<file path="config.mk">
export PLATFORM = sky130hd
export DESIGN_NAME = centered_moving_average
export DESIGN_NICKNAME = d
export VERILOG_FILES = /design/src/design/cma_pkg.sv /design/src/design/cma_ctrl.sv /design/src/design/cma_datapath.sv /design/src/design/centered_moving_average.sv
export SDC_FILE = /design/constraint.sdc
export NUM_CORES = 1
export LEC_CHECK = 0
export ABC_AREA = 1
export BUFFER_PORTS_ARGS = -buffer_cell sky130_fd_sc_hd__buf_2
export CAP_MARGIN = 20
export CORE_ASPECT_RATIO = 1.25
export CORE_MARGIN = 4
export CORE_UTILIZATION = 47
export CTS_CLUSTER_DIAMETER = 60
export DETAILED_ROUTE_END_ITERATION = 8
export GPL_TIMING_DRIVEN = 1
export SYNTH_ARGS = -nofsm -noshare
export SYNTH_HDL_FRONTEND = slang
export SYNTH_SLANG_ARGS = --single-unit
</file>
<file path="constraint.sdc">
create_clock -name clock -period 8.1 [get_ports clock]
set_input_delay 0.81 -clock clock [delete_from_list [all_inputs] [get_ports clock]]
set_output_delay 0.81 -clock clock [all_outputs]
set_load 0.1 [all_outputs]
</file>
<file path="src/design/cma_pkg.sv">
// shared types and constants of the centered moving average
package cma_pkg;

   localparam int CFG_W             = 5;
   localparam int CSR_ADDR_W        = 3;
   localparam int CSR_DATA_W        = 32;
   localparam logic [CFG_W-1:0] HALF_WINDOW_RESET = 5'd2;
   localparam logic REG_HALF_WINDOW = 1'b0;

   typedef enum logic [2:0] {
      S_IDLE,
      S_TRIM,
      S_DROP,
      S_DIVIDE,
      S_EMIT,
      S_NEXT,
      S_CLEAR
   } cma_state_type;

   typedef struct packed {
      logic accept;
      logic rd_issue;
      logic drop;
      logic div_start;
      logic load_out;
      logic flushing;
      logic flush_begin;
      logic flush_step;
      logic k_dec;
      logic clear;
   } cma_cmd_type;

   typedef struct packed {
      logic over_limit;
      logic seen_gt_p;
      logic last;
      logic m_zero;
      logic k_zero;
      logic div_done;
      logic out_free;
   } cma_status_type;

endpackage

</file>
<file path="src/design/cma_ctrl.sv">
// controller state machine of the centered moving average
module cma_ctrl
   import cma_pkg::*;
(
   input  logic           clock,
   input  logic           reset,
   input  logic           req_valid,
   output logic           req_ready,
   input  cma_status_type status,
   output cma_cmd_type    cmd
);

   cma_state_type state_ff, state_in;
   logic          flush_ff, flush_in;

   always_ff @(posedge clock) begin
      if (reset) begin
         state_ff <= S_IDLE;
         flush_ff <= 1'b0;
      end else begin
         state_ff <= state_in;
         flush_ff <= flush_in;
      end
   end

   always_comb begin
      state_in = state_ff;
      case (state_ff)
         S_IDLE: begin
            if (req_valid) state_in = S_TRIM;
         end
         S_TRIM: begin
            if (status.over_limit) state_in = S_DROP;
            else if (flush_ff || status.seen_gt_p) state_in = S_DIVIDE;
            else state_in = S_NEXT;
         end
         S_DROP:   state_in = S_TRIM;
         S_DIVIDE: begin
            if (status.div_done) state_in = S_EMIT;
         end
         S_EMIT: begin
            if (status.out_free) state_in = S_NEXT;
         end
         S_NEXT: begin
            if (!status.last) state_in = S_IDLE;
            else if (flush_ff) state_in = status.k_zero ? S_CLEAR : S_TRIM;
            else state_in = status.m_zero ? S_CLEAR : S_TRIM;
         end
         S_CLEAR:  state_in = S_IDLE;
         default:  state_in = S_IDLE;
      endcase
   end

   always_comb begin
      flush_in = flush_ff;
      if (state_ff == S_CLEAR) flush_in = 1'b0;
      else if (state_ff == S_NEXT && status.last && !flush_ff && !status.m_zero)
         flush_in = 1'b1;
   end

   always_comb begin
      cmd          = '0;
      cmd.flushing = flush_ff;
      req_ready    = 1'b0;
      case (state_ff)
         S_IDLE: begin
            req_ready  = 1'b1;
            cmd.accept = req_valid;
         end
         S_TRIM: begin
            if (status.over_limit) cmd.rd_issue = 1'b1;
            else if (flush_ff || status.seen_gt_p) cmd.div_start = 1'b1;
         end
         S_DROP:   cmd.drop = 1'b1;
         S_DIVIDE: begin
         end
         S_EMIT: begin
            if (status.out_free) begin
               cmd.load_out = 1'b1;
               cmd.k_dec    = flush_ff;
            end
         end
         S_NEXT: begin
            if (status.last) begin
               if (flush_ff) cmd.flush_step = !status.k_zero;
               else cmd.flush_begin = !status.m_zero;
            end
         end
         S_CLEAR:  cmd.clear = 1'b1;
         default:  cmd = '0;
      endcase
   end

endmodule

</file>
<file path="src/design/cma_datapath.sv">
// sample ring, window sums, serial divider and output register
module cma_datapath
   import cma_pkg::*;
#(
   parameter int MAX_HALF_WINDOW = 31,
   parameter int SAMPLE_BITS     = 12
) (
   input  logic                   clock,
   input  logic                   reset,
   input  cma_cmd_type            cmd,
   output cma_status_type         status,
   input  logic [CFG_W-1:0]       half_window,
   input  logic [SAMPLE_BITS-1:0] req_sample,
   input  logic                   req_record_end,
   output logic                   rsp_valid,
   input  logic                   rsp_ready,
   output logic [SAMPLE_BITS-1:0] rsp_smoothed,
   output logic                   rsp_run_end
);

   localparam int RING = 2 * MAX_HALF_WINDOW + 2;
   localparam int AW   = $clog2(RING);
   localparam int CW   = $clog2(RING + 1);
   localparam int EW   = CW + 1;
   localparam int PW   = CFG_W;
   localparam int LW   = PW + 1;
   localparam int XW   = CW + PW;
   localparam int TW   = SAMPLE_BITS + CW;
   localparam int NW   = TW + 1;
   localparam int DW   = CW + 1;
   localparam int NCW  = $clog2(NW + 1);

   logic [SAMPLE_BITS-1:0] sample_ring_ff [RING];
   logic [SAMPLE_BITS-1:0] rd_data_ff;
   logic [TW-1:0]          total_ff;
   logic [CW-1:0]          members_ff;
   logic [CW-1:0]          seen_ff;
   logic [AW-1:0]          head_ff;
   logic [PW-1:0]          p_ff;
   logic [PW-1:0]          k_ff;
   logic [LW-1:0]          limit_ff;
   logic                   last_ff;
   logic [NW-1:0]          num_ff;
   logic [DW-1:0]          rem_ff;
   logic [DW-1:0]          den_ff;
   logic [NCW-1:0]         cnt_ff;
   logic                   out_valid_ff;
   logic [SAMPLE_BITS-1:0] smoothed_ff;
   logic                   run_end_ff;

   logic [PW-1:0] p_new;
   logic [PW-1:0] m_val;
   logic [EW-1:0] head_x, members_x, drop_x;
   logic [AW-1:0] drop_addr;
   logic [DW:0]   trial;
   logic          trial_ge;
   logic [AW-1:0] head_inc;

   always_comb begin
      if (int'(half_window) > MAX_HALF_WINDOW) p_new = PW'(MAX_HALF_WINDOW);
      else p_new = half_window;
   end

   assign m_val = (XW'(seen_ff) < XW'(p_ff)) ? PW'(seen_ff) : p_ff;

   always_comb begin
      head_x    = EW'(head_ff);
      members_x = EW'(members_ff);
      if (head_x >= members_x) drop_x = head_x - members_x;
      else drop_x = head_x + EW'(RING) - members_x;
      drop_addr = AW'(drop_x);
   end

   assign head_inc = (int'(head_ff) == RING - 1) ? '0 : head_ff + AW'(1);
   assign trial    = {rem_ff, num_ff[NW-1]};
   assign trial_ge = trial >= {1'b0, den_ff};

   always_ff @(posedge clock) begin
      if (cmd.accept) sample_ring_ff[head_ff] <= req_sample;
      if (cmd.rd_issue) rd_data_ff <= sample_ring_ff[drop_addr];
   end

   always_ff @(posedge clock) begin
      if (reset) begin
         total_ff   <= '0;
         members_ff <= '0;
         seen_ff    <= '0;
         head_ff    <= '0;
      end else if (cmd.accept) begin
         total_ff   <= total_ff + TW'(req_sample);
         members_ff <= members_ff + CW'(1);
         if (seen_ff != '1) seen_ff <= seen_ff + CW'(1);
         head_ff    <= head_inc;
      end else if (cmd.drop) begin
         total_ff   <= total_ff - TW'(rd_data_ff);
         members_ff <= members_ff - CW'(1);
      end else if (cmd.clear) begin
         total_ff   <= '0;
         members_ff <= '0;
         seen_ff    <= '0;
      end
   end

   always_ff @(posedge clock) begin
      if (cmd.accept) begin
         p_ff     <= p_new;
         last_ff  <= req_record_end;
         limit_ff <= {p_new, 1'b1};
      end else if (cmd.flush_begin) begin
         k_ff     <= m_val;
         limit_ff <= LW'(m_val) + LW'(p_ff);
      end else if (cmd.flush_step) begin
         limit_ff <= LW'(k_ff) + LW'(p_ff);
      end else if (cmd.k_dec) begin
         k_ff     <= k_ff - PW'(1);
      end
   end

   always_ff @(posedge clock) begin
      if (reset) begin
         cnt_ff <= '0;
      end else if (cmd.div_start) begin
         cnt_ff <= NCW'(NW);
      end else if (cnt_ff != '0) begin
         cnt_ff <= cnt_ff - NCW'(1);
      end
   end

   always_ff @(posedge clock) begin
      if (cmd.div_start) begin
         num_ff <= {total_ff, 1'b0} + NW'(members_ff);
         den_ff <= {members_ff, 1'b0};
         rem_ff <= '0;
      end else if (cnt_ff != '0) begin
         num_ff <= {num_ff[NW-2:0], trial_ge};
         rem_ff <= trial_ge ? DW'(trial - {1'b0, den_ff}) : DW'(trial);
      end
   end

   always_ff @(posedge clock) begin
      if (reset) begin
         out_valid_ff <= 1'b0;
      end else if (cmd.load_out) begin
         out_valid_ff <= 1'b1;
      end else if (rsp_ready) begin
         out_valid_ff <= 1'b0;
      end
   end

   always_ff @(posedge clock) begin
      if (cmd.load_out) begin
         smoothed_ff <= num_ff[SAMPLE_BITS-1:0];
         run_end_ff  <= last_ff && (cmd.flushing ? (k_ff == PW'(1)) : (m_val == '0));
      end
   end

   assign rsp_valid    = out_valid_ff;
   assign rsp_smoothed = smoothed_ff;
   assign rsp_run_end  = run_end_ff;

   always_comb begin
      status            = '0;
      status.over_limit = XW'(members_ff) > XW'(limit_ff);
      status.seen_gt_p  = XW'(seen_ff) > XW'(p_ff);
      status.last       = last_ff;
      status.m_zero     = m_val == '0;
      status.k_zero     = k_ff == '0;
      status.div_done   = cnt_ff == '0;
      status.out_free   = !out_valid_ff || rsp_ready;
   end

endmodule

</file>
<file path="src/design/centered_moving_average.sv">
// top level of the centered moving average over a sample record
//
//   channel   direction  handshake               payload
//   req_      in         req_valid / req_ready   req_sample, req_record_end
//   rsp_      out        rsp_valid / rsp_ready   rsp_smoothed, rsp_run_end
//   csr_      in         apb write, pready = 1   half_window at byte address 0
//
// a sample with an output passes accept, trim check, serial divide, emit and step; each sample
// dropped adds a ring read and a drop; a sample with no output yet passes accept, trim check and step
// each flush output passes trim check, serial divide, emit and step
// one request is worked at a time; a request is taken while a result waits at the output
// the last request of a record yields up to half_window+1 outputs; the ring needs no clearing
// reset is synchronous and active high; a stalled rsp_ready holds the controller in emit
module centered_moving_average
   import cma_pkg::*;
#(
   parameter int MAX_HALF_WINDOW = 31,
   parameter int SAMPLE_BITS     = 12
) (
   input  logic                   clock,
   input  logic                   reset,
   input  logic                   req_valid,
   output logic                   req_ready,
   input  logic [SAMPLE_BITS-1:0] req_sample,
   input  logic                   req_record_end,
   output logic                   rsp_valid,
   input  logic                   rsp_ready,
   output logic [SAMPLE_BITS-1:0] rsp_smoothed,
   output logic                   rsp_run_end,
   input  logic                   csr_psel,
   input  logic                   csr_penable,
   input  logic                   csr_pwrite,
   input  logic [CSR_ADDR_W-1:0]  csr_paddr,
   input  logic [CSR_DATA_W-1:0]  csr_pwdata,
   output logic [CSR_DATA_W-1:0]  csr_prdata,
   output logic                   csr_pready
);

   logic [CFG_W-1:0] half_window_ff;
   logic             csr_wr;
   cma_cmd_type      ctl_cmd;
   cma_status_type   dp_status;

   assign csr_pready = 1'b1;
   assign csr_wr     = csr_psel && csr_penable && csr_pwrite && csr_pready;

   always_ff @(posedge clock) begin
      if (reset) begin
         half_window_ff <= HALF_WINDOW_RESET;
      end else if (csr_wr && csr_paddr[2] == REG_HALF_WINDOW) begin
         half_window_ff <= csr_pwdata[CFG_W-1:0];
      end
   end

   assign csr_prdata = (csr_paddr[2] == REG_HALF_WINDOW) ?
                       CSR_DATA_W'(half_window_ff) : '0;

   cma_ctrl u_ctrl (
      .clock     (clock),
      .reset     (reset),
      .req_valid (req_valid),
      .req_ready (req_ready),
      .status    (dp_status),
      .cmd       (ctl_cmd)
   );

   cma_datapath #(
      .MAX_HALF_WINDOW (MAX_HALF_WINDOW),
      .SAMPLE_BITS     (SAMPLE_BITS)
   ) u_datapath (
      .clock          (clock),
      .reset          (reset),
      .cmd            (ctl_cmd),
      .status         (dp_status),
      .half_window    (half_window_ff),
      .req_sample     (req_sample),
      .req_record_end (req_record_end),
      .rsp_valid      (rsp_valid),
      .rsp_ready      (rsp_ready),
      .rsp_smoothed   (rsp_smoothed),
      .rsp_run_end    (rsp_run_end)
   );

   a_load_into_free: assert property (@(posedge clock) disable iff (reset)
      ctl_cmd.load_out |-> (!rsp_valid || rsp_ready))
      else $error("result loaded over a waiting result");

   a_div_busy: assert property (@(posedge clock) disable iff (reset)
      ctl_cmd.div_start |=> !dp_status.div_done)
      else $error("divider idle after start");

   a_drop_after_read: assert property (@(posedge clock) disable iff (reset)
      ctl_cmd.drop |-> $past(ctl_cmd.rd_issue))
      else $error("window drop without ring read");

   a_one_request: assert property (@(posedge clock) disable iff (reset)
      (req_valid && req_ready) |=> !req_ready)
      else $error("request taken while busy");

endmodule
</file>
# ---- After elaboration in Yosys (flattened, before gate mapping)
# Memories as Yosys holds them, arrays and structs flattened. A register that Yosys moved wholly into a read port is not among the register bits.
# Index checks and enable logic that the tools add are counted.
dict set report totals {
  regBits 119
  latchBits 0
  mem_bits_rw 768
  romBits 0
  input_bits 55
  out_inout_bits 48
  word_cells 146
  memories 1
}
dict set report op_classes {
  n_addsub 15
  mul 0
  div 0
  order_cmp 5
  eq_ne 15
  shift 0
  mux 57
  bitwise_logic 2
  reduce_logical 31
}
# name words word_bits rd rd_clocked_by_memory_dff wr line
set memory_table {}
lappend memory_table {u_datapath.sample_ring_ff 64 12 1 1 1 cma_datapath.sv:33} ;# logic [SAMPLE_BITS-1:0] sample_ring_ff [RING];
# cell count
set op_table {}
lappend op_table {{19-bit 2-to-1 mux} 3}
lappend op_table {{7-bit 2-to-1 mux} 6}
lappend op_table {{20-bit 2-to-1 mux} 2}
lappend op_table {{5-bit 2-to-1 mux} 7}
lappend op_table {{6-bit 2-to-1 mux} 5}
lappend op_table {{3-bit 2-to-1 mux} 9}
lappend op_table {{1-bit 2-to-1 mux} 21}
lappend op_table {{20-bit by 7-bit adder with 20-bit output} 1}
lappend op_table {{19-bit by 12-bit adder with 19-bit output} 1}
lappend op_table {{19-bit by 12-bit subtractor with 19-bit output} 1}
lappend op_table {{3-bit case mux with 6 select lines} 1}
lappend op_table {{5-bit logical NOT} 3}
lappend op_table {{7-bit by 1-bit adder with 7-bit output (second input constant)} 2}
lappend op_table {{5-bit by 5-bit adder with 6-bit output} 2}
lappend op_table {{6-bit by 1-bit adder with 6-bit output (second input constant)} 2}
lappend op_table {{6-bit subtractor} 2}
lappend op_table {{2-bit nonzero test} 5}
lappend op_table {{5-bit by 1-bit subtractor with 5-bit output (second input constant)} 2}
lappend op_table {{3-bit equality test (second input constant)} 3}
lappend op_table {{9-bit by 8-bit >= comparator with 1-bit output} 1}
lappend op_table {{3-bit AND reduction} 3}
lappend op_table {{8-bit 2-to-1 mux} 1}
lappend op_table {{8-bit subtractor} 1}
lappend op_table {{6-bit by 7-bit >= comparator with 1-bit output} 1}
lappend op_table {{21 further kinds} 40}

# ---- Logic depth before layout (Yosys ltp)
dict set report logic_depth {
  word_depth 10
  ltp_mapped 22
  depth_no_buf 22
}

# ---- Hierarchy
# Synthesis repeated with hierarchy kept, for this count alone.
dict set report hier_totals {
  cells_unflattened 3797
  area_unflattened_um2 40013.4
}
# mod instances cells_each area_each_um2 seq_area_each_um2
set modules_own_cells {}
lappend modules_own_cells {cma_datapath 1 3649 39110.0 26185.1}
lappend modules_own_cells {centered_moving_average 1 76 491.7 100.1}
lappend modules_own_cells {cma_ctrl 1 72 411.6 80.1}

# ---- Worst setup path after synthesis
# OpenSTA, ideal clock, no wires.
dict set report synth_timing {
  path_kind {reg2reg}
  from {register u_datapath.p_ff[4]}
  to {register u_datapath.limit_ff[4] (data pin)}
  setup_ps 279
  arrival_time_ps 2728
  t_required_ps 7821
  setup_slack_ps 5093
  path_stages_with_launch 17
  n_path_buf 1
  synth_period_minus_slack_ps 3007
  cell_sequence {edfxtp_1 inv_1 ha_1 a21o_1 nor2_2 nand2_2 o21ai_1 nand2_1 o21ai_2 buf_4 a21oi_1 ha_1 fa_1 nand3_1 nand2_1 xnor2_1 o21ai_0}
}
dict set report synth_via {
  elab_chain_cells 9
  elab_cells_between_ends 12
  cone_classes {add/sub: 2; order compare: 1; mux: 7; reduce/logical: 2}
}
# item line
set synth_rtl {}
lappend synth_rtl {{start: declaration} cma_datapath.sv:39} ;# logic [PW-1:0] p_ff;
lappend synth_rtl {{start signal: assignment} cma_datapath.sv:106} ;# p_ff <= p_new;
lappend synth_rtl {{7-bit by 5-bit less-than comparator with 1-bit output} cma_datapath.sv:64} ;# assign m_val = (XW'(seen_ff) < XW'(p_ff)) ? PW'(seen_ff) : p_ff;
lappend synth_rtl {{5-bit 2-to-1 mux} cma_datapath.sv:64}
lappend synth_rtl {{5-bit logical NOT} cma_datapath.sv:166} ;# status.m_zero = m_val == '0;
lappend synth_rtl {{1-bit logical NOT} cma_ctrl.sv:86} ;# else cmd.flush_begin = !status.m_zero;
lappend synth_rtl {{1-bit 2-to-1 mux} cma_ctrl.sv:85} ;# if (flush_ff) cmd.flush_step = !status.k_zero;
lappend synth_rtl {{2-bit 2-to-1 mux} cma_ctrl.sv:84} ;# if (status.last) begin
lappend synth_rtl {{2-bit 2-to-1 mux} cma_ctrl.sv:65} ;# case (state_ff)
lappend synth_rtl {{6-bit 2-to-1 mux *} cma_datapath.sv:109} ;# end else if (cmd.flush_begin) begin
lappend synth_rtl {{6-bit 2-to-1 mux *} cma_datapath.sv:105} ;# if (cmd.accept) begin
lappend synth_rtl {{end signal: assignment} cma_datapath.sv:108} ;# limit_ff <= {p_new, 1'b1};
lappend synth_rtl {{end signal: assignment} cma_datapath.sv:111} ;# limit_ff <= LW'(m_val) + LW'(p_ff);
lappend synth_rtl {{end signal: assignment} cma_datapath.sv:113} ;# limit_ff <= LW'(k_ff) + LW'(p_ff);
lappend synth_rtl {{end: declaration} cma_datapath.sv:41} ;# logic [LW-1:0] limit_ff;
# Every way passes the cells marked *; elsewhere a longest branch is shown, timed or not. The select of a mux whose other input is x is not followed.
# A chain may end at the register's enable or synchronous reset.

# ---- Worst setup path after layout
dict set report layout_timing {
  from {register u_datapath.head_ff[0]}
  to {register u_datapath.rd_data_ff[0], read port of u_datapath.sample_ring_ff (data pin)}
}
dict set report layout_via {
  elab_chain_cells 3
  elab_cells_between_ends 5
  cone_classes {add/sub: 3; order compare: 1; mux: 1}
}
# item line
set layout_rtl {}
lappend layout_rtl {{start: declaration} cma_datapath.sv:38} ;# logic [AW-1:0] head_ff;
lappend layout_rtl {{start signal: assignment} cma_datapath.sv:93} ;# head_ff <= head_inc;
lappend layout_rtl {{6-bit by 1-bit adder with 6-bit output} cma_datapath.sv:70} ;# else drop_x = head_x + EW'(RING) - members_x;
lappend layout_rtl {{6-bit subtractor} cma_datapath.sv:70}
lappend layout_rtl {{6-bit 2-to-1 mux *} cma_datapath.sv:69} ;# if (head_x >= members_x) drop_x = head_x - members_x;
lappend layout_rtl {{end: declaration} cma_datapath.sv:34} ;# logic [SAMPLE_BITS-1:0] rd_data_ff;
# Every way passes the cells marked *; elsewhere a longest branch is shown, timed or not.

==> summary.txt <==
Clock network
  • CTS tree: built
  • Post-cts resize count: 0
  • Clock-pin slew on the worst setup and hold paths: 0.07 ns
  • Hold buffer count at CTS: 0
  • CTS buffer count: 93
  • Worst skew pair latency: 0.67 ns
  • Bufs on Longest Clock Path: 3
  • H-tree depth: 3
  • Clock root cell: clkbuf_16
  • Setup Buffers After CTS: 0
  • Clk sinks: 899

Global routing
  • Largest net degree at the start of global routing: 198
  • Remaining global-route overflow: 0
  • Initial antenna violation count: 0
  • Vias in the first global route: 26.8k
  • Global router's overall resource usage: 23.4%
  • First-pass GRT wire length: 158000 microns

STA
  • Final Cycle Share: 54.9%
  • Final setup vio count: 0
  • Worst-margin pin slew: 1.06 ns
  • Hold slack: 0.328 ns
  • Worst relative slew slack: 29.2%
  • Unrepaired setup endpoints after global routing: false
  • Fin Setup TNS: 0 ns
  • Crit path time final: 4.44 ns
  • Slew Viols, Final: 0
  • Endpoints failing hold: 0
  • Final WS setup: 3.66 ns
  • Maximum clock rate: 225 MHz
  • Clock skew: 0.0268 ns

Min path
  • Hold path depth: 1
  • Hold path endpoint: u_datapath.last_ff
  • HP Start: req_record_end
  • Worst min path class: in -> reg

Yosys
  • Main flop type after synthesis: edfxtp_1
  • Yosys top cell area share: 64.3%
  • Xor/xnor cell area share of the yosys netlist: 0.756%
  • Post-Syn Area: 0.0390 sq mm
  • Avg Cell Area, Syn: 11.3 sq um
  • Simple-Gate Fraction of Synth Area: 12.3%
  • Main combinational cell family by area after synthesis: compound AO/OA/AOI/OAI gates
  • Compound-gate portion of the synthesized area: 12.6%
  • Mapped Cells: 3447
  • Yosys Warn Count: 0
  • Register area share after synthesis: 67.5%
  • Unique masters post-synth: 49
  • Synthesized-area fraction occupied by adder cells: 2.42%
  • Largest area contributor in the netlist: edfxtp_1
  • EDFF count, synth: 836
  • Synthesized flop and latch total: 899
  • Synth top area cells: edfxtp_1 (64%), o21ai_0 (6.1%), nor2_1 (5.6%)
  • Post-synthesis mux area share: 0%
  • Asr flop ratio synth: 0%

Setup path
  • Startpoint Class: flip-flop
  • Arrival @ worst endpoint: 4.99 ns
  • RR Endpoint: u_datapath.rd_data_ff[0]
  • R2R cell count: 12
  • R2R setup slack: 3.66 ns
  • CP Capture Type: flip-flop
  • Crit-path max FO: 144
  • Reg-to-Reg Start: u_datapath.head_ff[0]
  • CP Class: reg -> reg
  • Req. time, crit path: 8.65 ns

Power and ir drop
  • Power Density: 351 mW/mm^2
  • Total power: 15.4 mW
  • Internal power: 9.39 mW
  • Power share of the clock group: 28.3%
  • Sw frac: 38.9%
  • Static leakage: 15.5 nW
  • VDD IR max: 0.000368 V
  • Share of power burned in registers: 35.6%
  • Switch Pwr: 5.98 mW
  • Combinational power share: 36.1%

Routing
  • TritonRoute pass-1 iters: 7
  • Detailed-route via count: 27.0k
  • Residual DRC: 0
  • Post-Route WL: 105000 microns
  • Initial drt markers: 2769
  • Vias per cell: 5.83
  • Post-DR wirelength/cell: 22.5 microns
  • Remaining antenna violation count: 0

Floorplan
  • Floorplan core area: 0.0820 sq mm
  • Die height: 330 microns
  • Die Wd: 266 microns
  • Die ar.: 0.0878 sq mm
  • # rows: 117
  • IO Pins: 103
  • Starting density of the core: 47.6%

Placement
  • HPWL Detailed: 61400 microns
  • DP Cell Count: 4463
  • Global placer's final weighted congestion: 0.873
  • DP Area: 0.0406 sq mm
  • Pre-CTS setup slack: 3.69 ns
  • PortBufs: 45

Finish
  • Ant. Diodes: 0
  • Post-layout util: 53.4%
  • Area growth, synth to finish: 12.2%
  • Ratio of cells with drive above 1 in the final layout: 8.80%
  • Final cell count without fillers: 4641
  • Fin area: 0.0438 sq mm
  • Final nets: 3623

Run
  • Max cap viols: 0

Run status
  • Status: complete, no violations
## power by group through the flow
stage	clock network, mW	registers (mW)	logic (mW)
final	4.35	5.47	5.55
after CTS	4.42	5.47	5.50
after floorplan	0	5.58	3.58
after global placement	0	5.56	5.36
after detailed placement	0	5.57	5.48
after global routing	4.61	5.49	6.05
## flip-flops by register name (all words and copies together) (netlist names)
name and cells:
u_datapath.k_ff 5, u_datapath.rd_data_ff 12, u_datapath.rsp_run_end 1, u_datapath.last_ff 1
u_datapath.seen_ff 7, u_datapath.cnt_ff 5, u_datapath.den_ff 7, u_datapath.members_ff 7
u_ctrl.state_ff 3, u_datapath.rsp_valid 1, u_datapath.limit_ff 6, u_datapath.total_ff 19
u_datapath.rsp_smoothed 12, u_datapath.num_ff 20, u_datapath.rem_ff 8, half_window_ff 5
u_datapath.p_ff 5, u_datapath.sample_ring_ff 768, u_datapath.head_ff 6, u_ctrl.flush_ff 1
## per-layer routing
layer / global-route usage (%) / up-vias / part of all wire, %
met5: 0 / - / 0
met2: 40.7 / 958 / 50
met3: 3.36 / 178 / 6.6
met4: 8.81 / 0 / 3.5
met1: 29.9 / 13421 / 40
li1: - / 12486 / -
## worst max path at each step
stage / from / to / slack (ns) / cells after the start
finish: u_datapath.head_ff[0] / u_datapath.rd_data_ff[0] / 3.66 / 12
global route: u_datapath.head_ff[0] / u_datapath.rd_data_ff[5] / 3.43 / 14
CTS: u_datapath.head_ff[0] / u_datapath.rd_data_ff[9] / 3.63 / 12
detailed placement: u_datapath.head_ff[0] / u_datapath.rd_data_ff[5] / 3.69 / 14
global placement: u_datapath.members_ff[0] / u_datapath.rd_data_ff[5] / 3.65 / 13
floorplan: u_datapath.p_ff[4] / u_datapath.limit_ff[4] / 5.09 / 16
## cell usage after synthesis (4+ instances only)
cell,n
edfxtp_1,836
nor2_1,579
o21ai_0,472
nand2_1,396
inv_1,167
nand3_1,133
clkbuf_1,114
o22ai_1,100
o221ai_1,96
a21oi_1,88
ha_1,66
dfxtp_1,63
buf_2,62
nor3_1,47
buf_4,34
o21ai_1,28
a21boi_1,23
xor2_1,21
nand4_1,15
a31oi_1,13
o211ai_1,11
inv_2,10
xnor2_1,9
buf_1,7
fa_1,6
a21o_1,5
o21bai_1,4
## placed cells by master (no fill, tap or decap), types with 20 or more instances in the layout
cell type and count:
o221ai_1 96, o21ai_0 472, nor2_1 579, conb_1 28
ha_1 65, buf_4 74, dfxtp_1 63, o22ai_1 100
clkbuf_16 95, xor2_1 20, nor3_1 45, o21ai_1 28
nand2_1 396, clkinv_1 25, a21boi_1 23, buf_2 45
a21oi_1 88, buf_6 23, edfxtp_1 836, inv_1 166
nand3_1 133
## cell families after synthesis
logic type / count (synthesis)
buffers and inverters: 399
other: 2
and+or+nand+nor: 1190
xor gates and xnor gates: 32
AOI/OAI and AO/OA: 853
adders and majority gates: 72
DFF: 899
## worst max-delay path, stage by stage, from the launching register on
cell,delay [ns]
dfxtp_1,0.33
inv_1,0.24
ha_4,0.17
inv_1,0.06
fa_4,0.93
inv_4,0.55
buf_12,0.61
o21ai_0,0.21
o221ai_1,0.35
nand3_1,0.19
a21boi_1,0.32
o21ai_1,0.17
nand2_1,0.10
## final cells by class
type,count,area [sq um]
fillers,6975,38200
inverters,180,686
repair buffers,147,1140
clock buffers,106,2420
clock inverters,63,703
well taps,1071,1340
flip-flops and latches,899,26400
multi-input cells,2175,11100
Note: power is estimated with default switching activity, not from simulation.
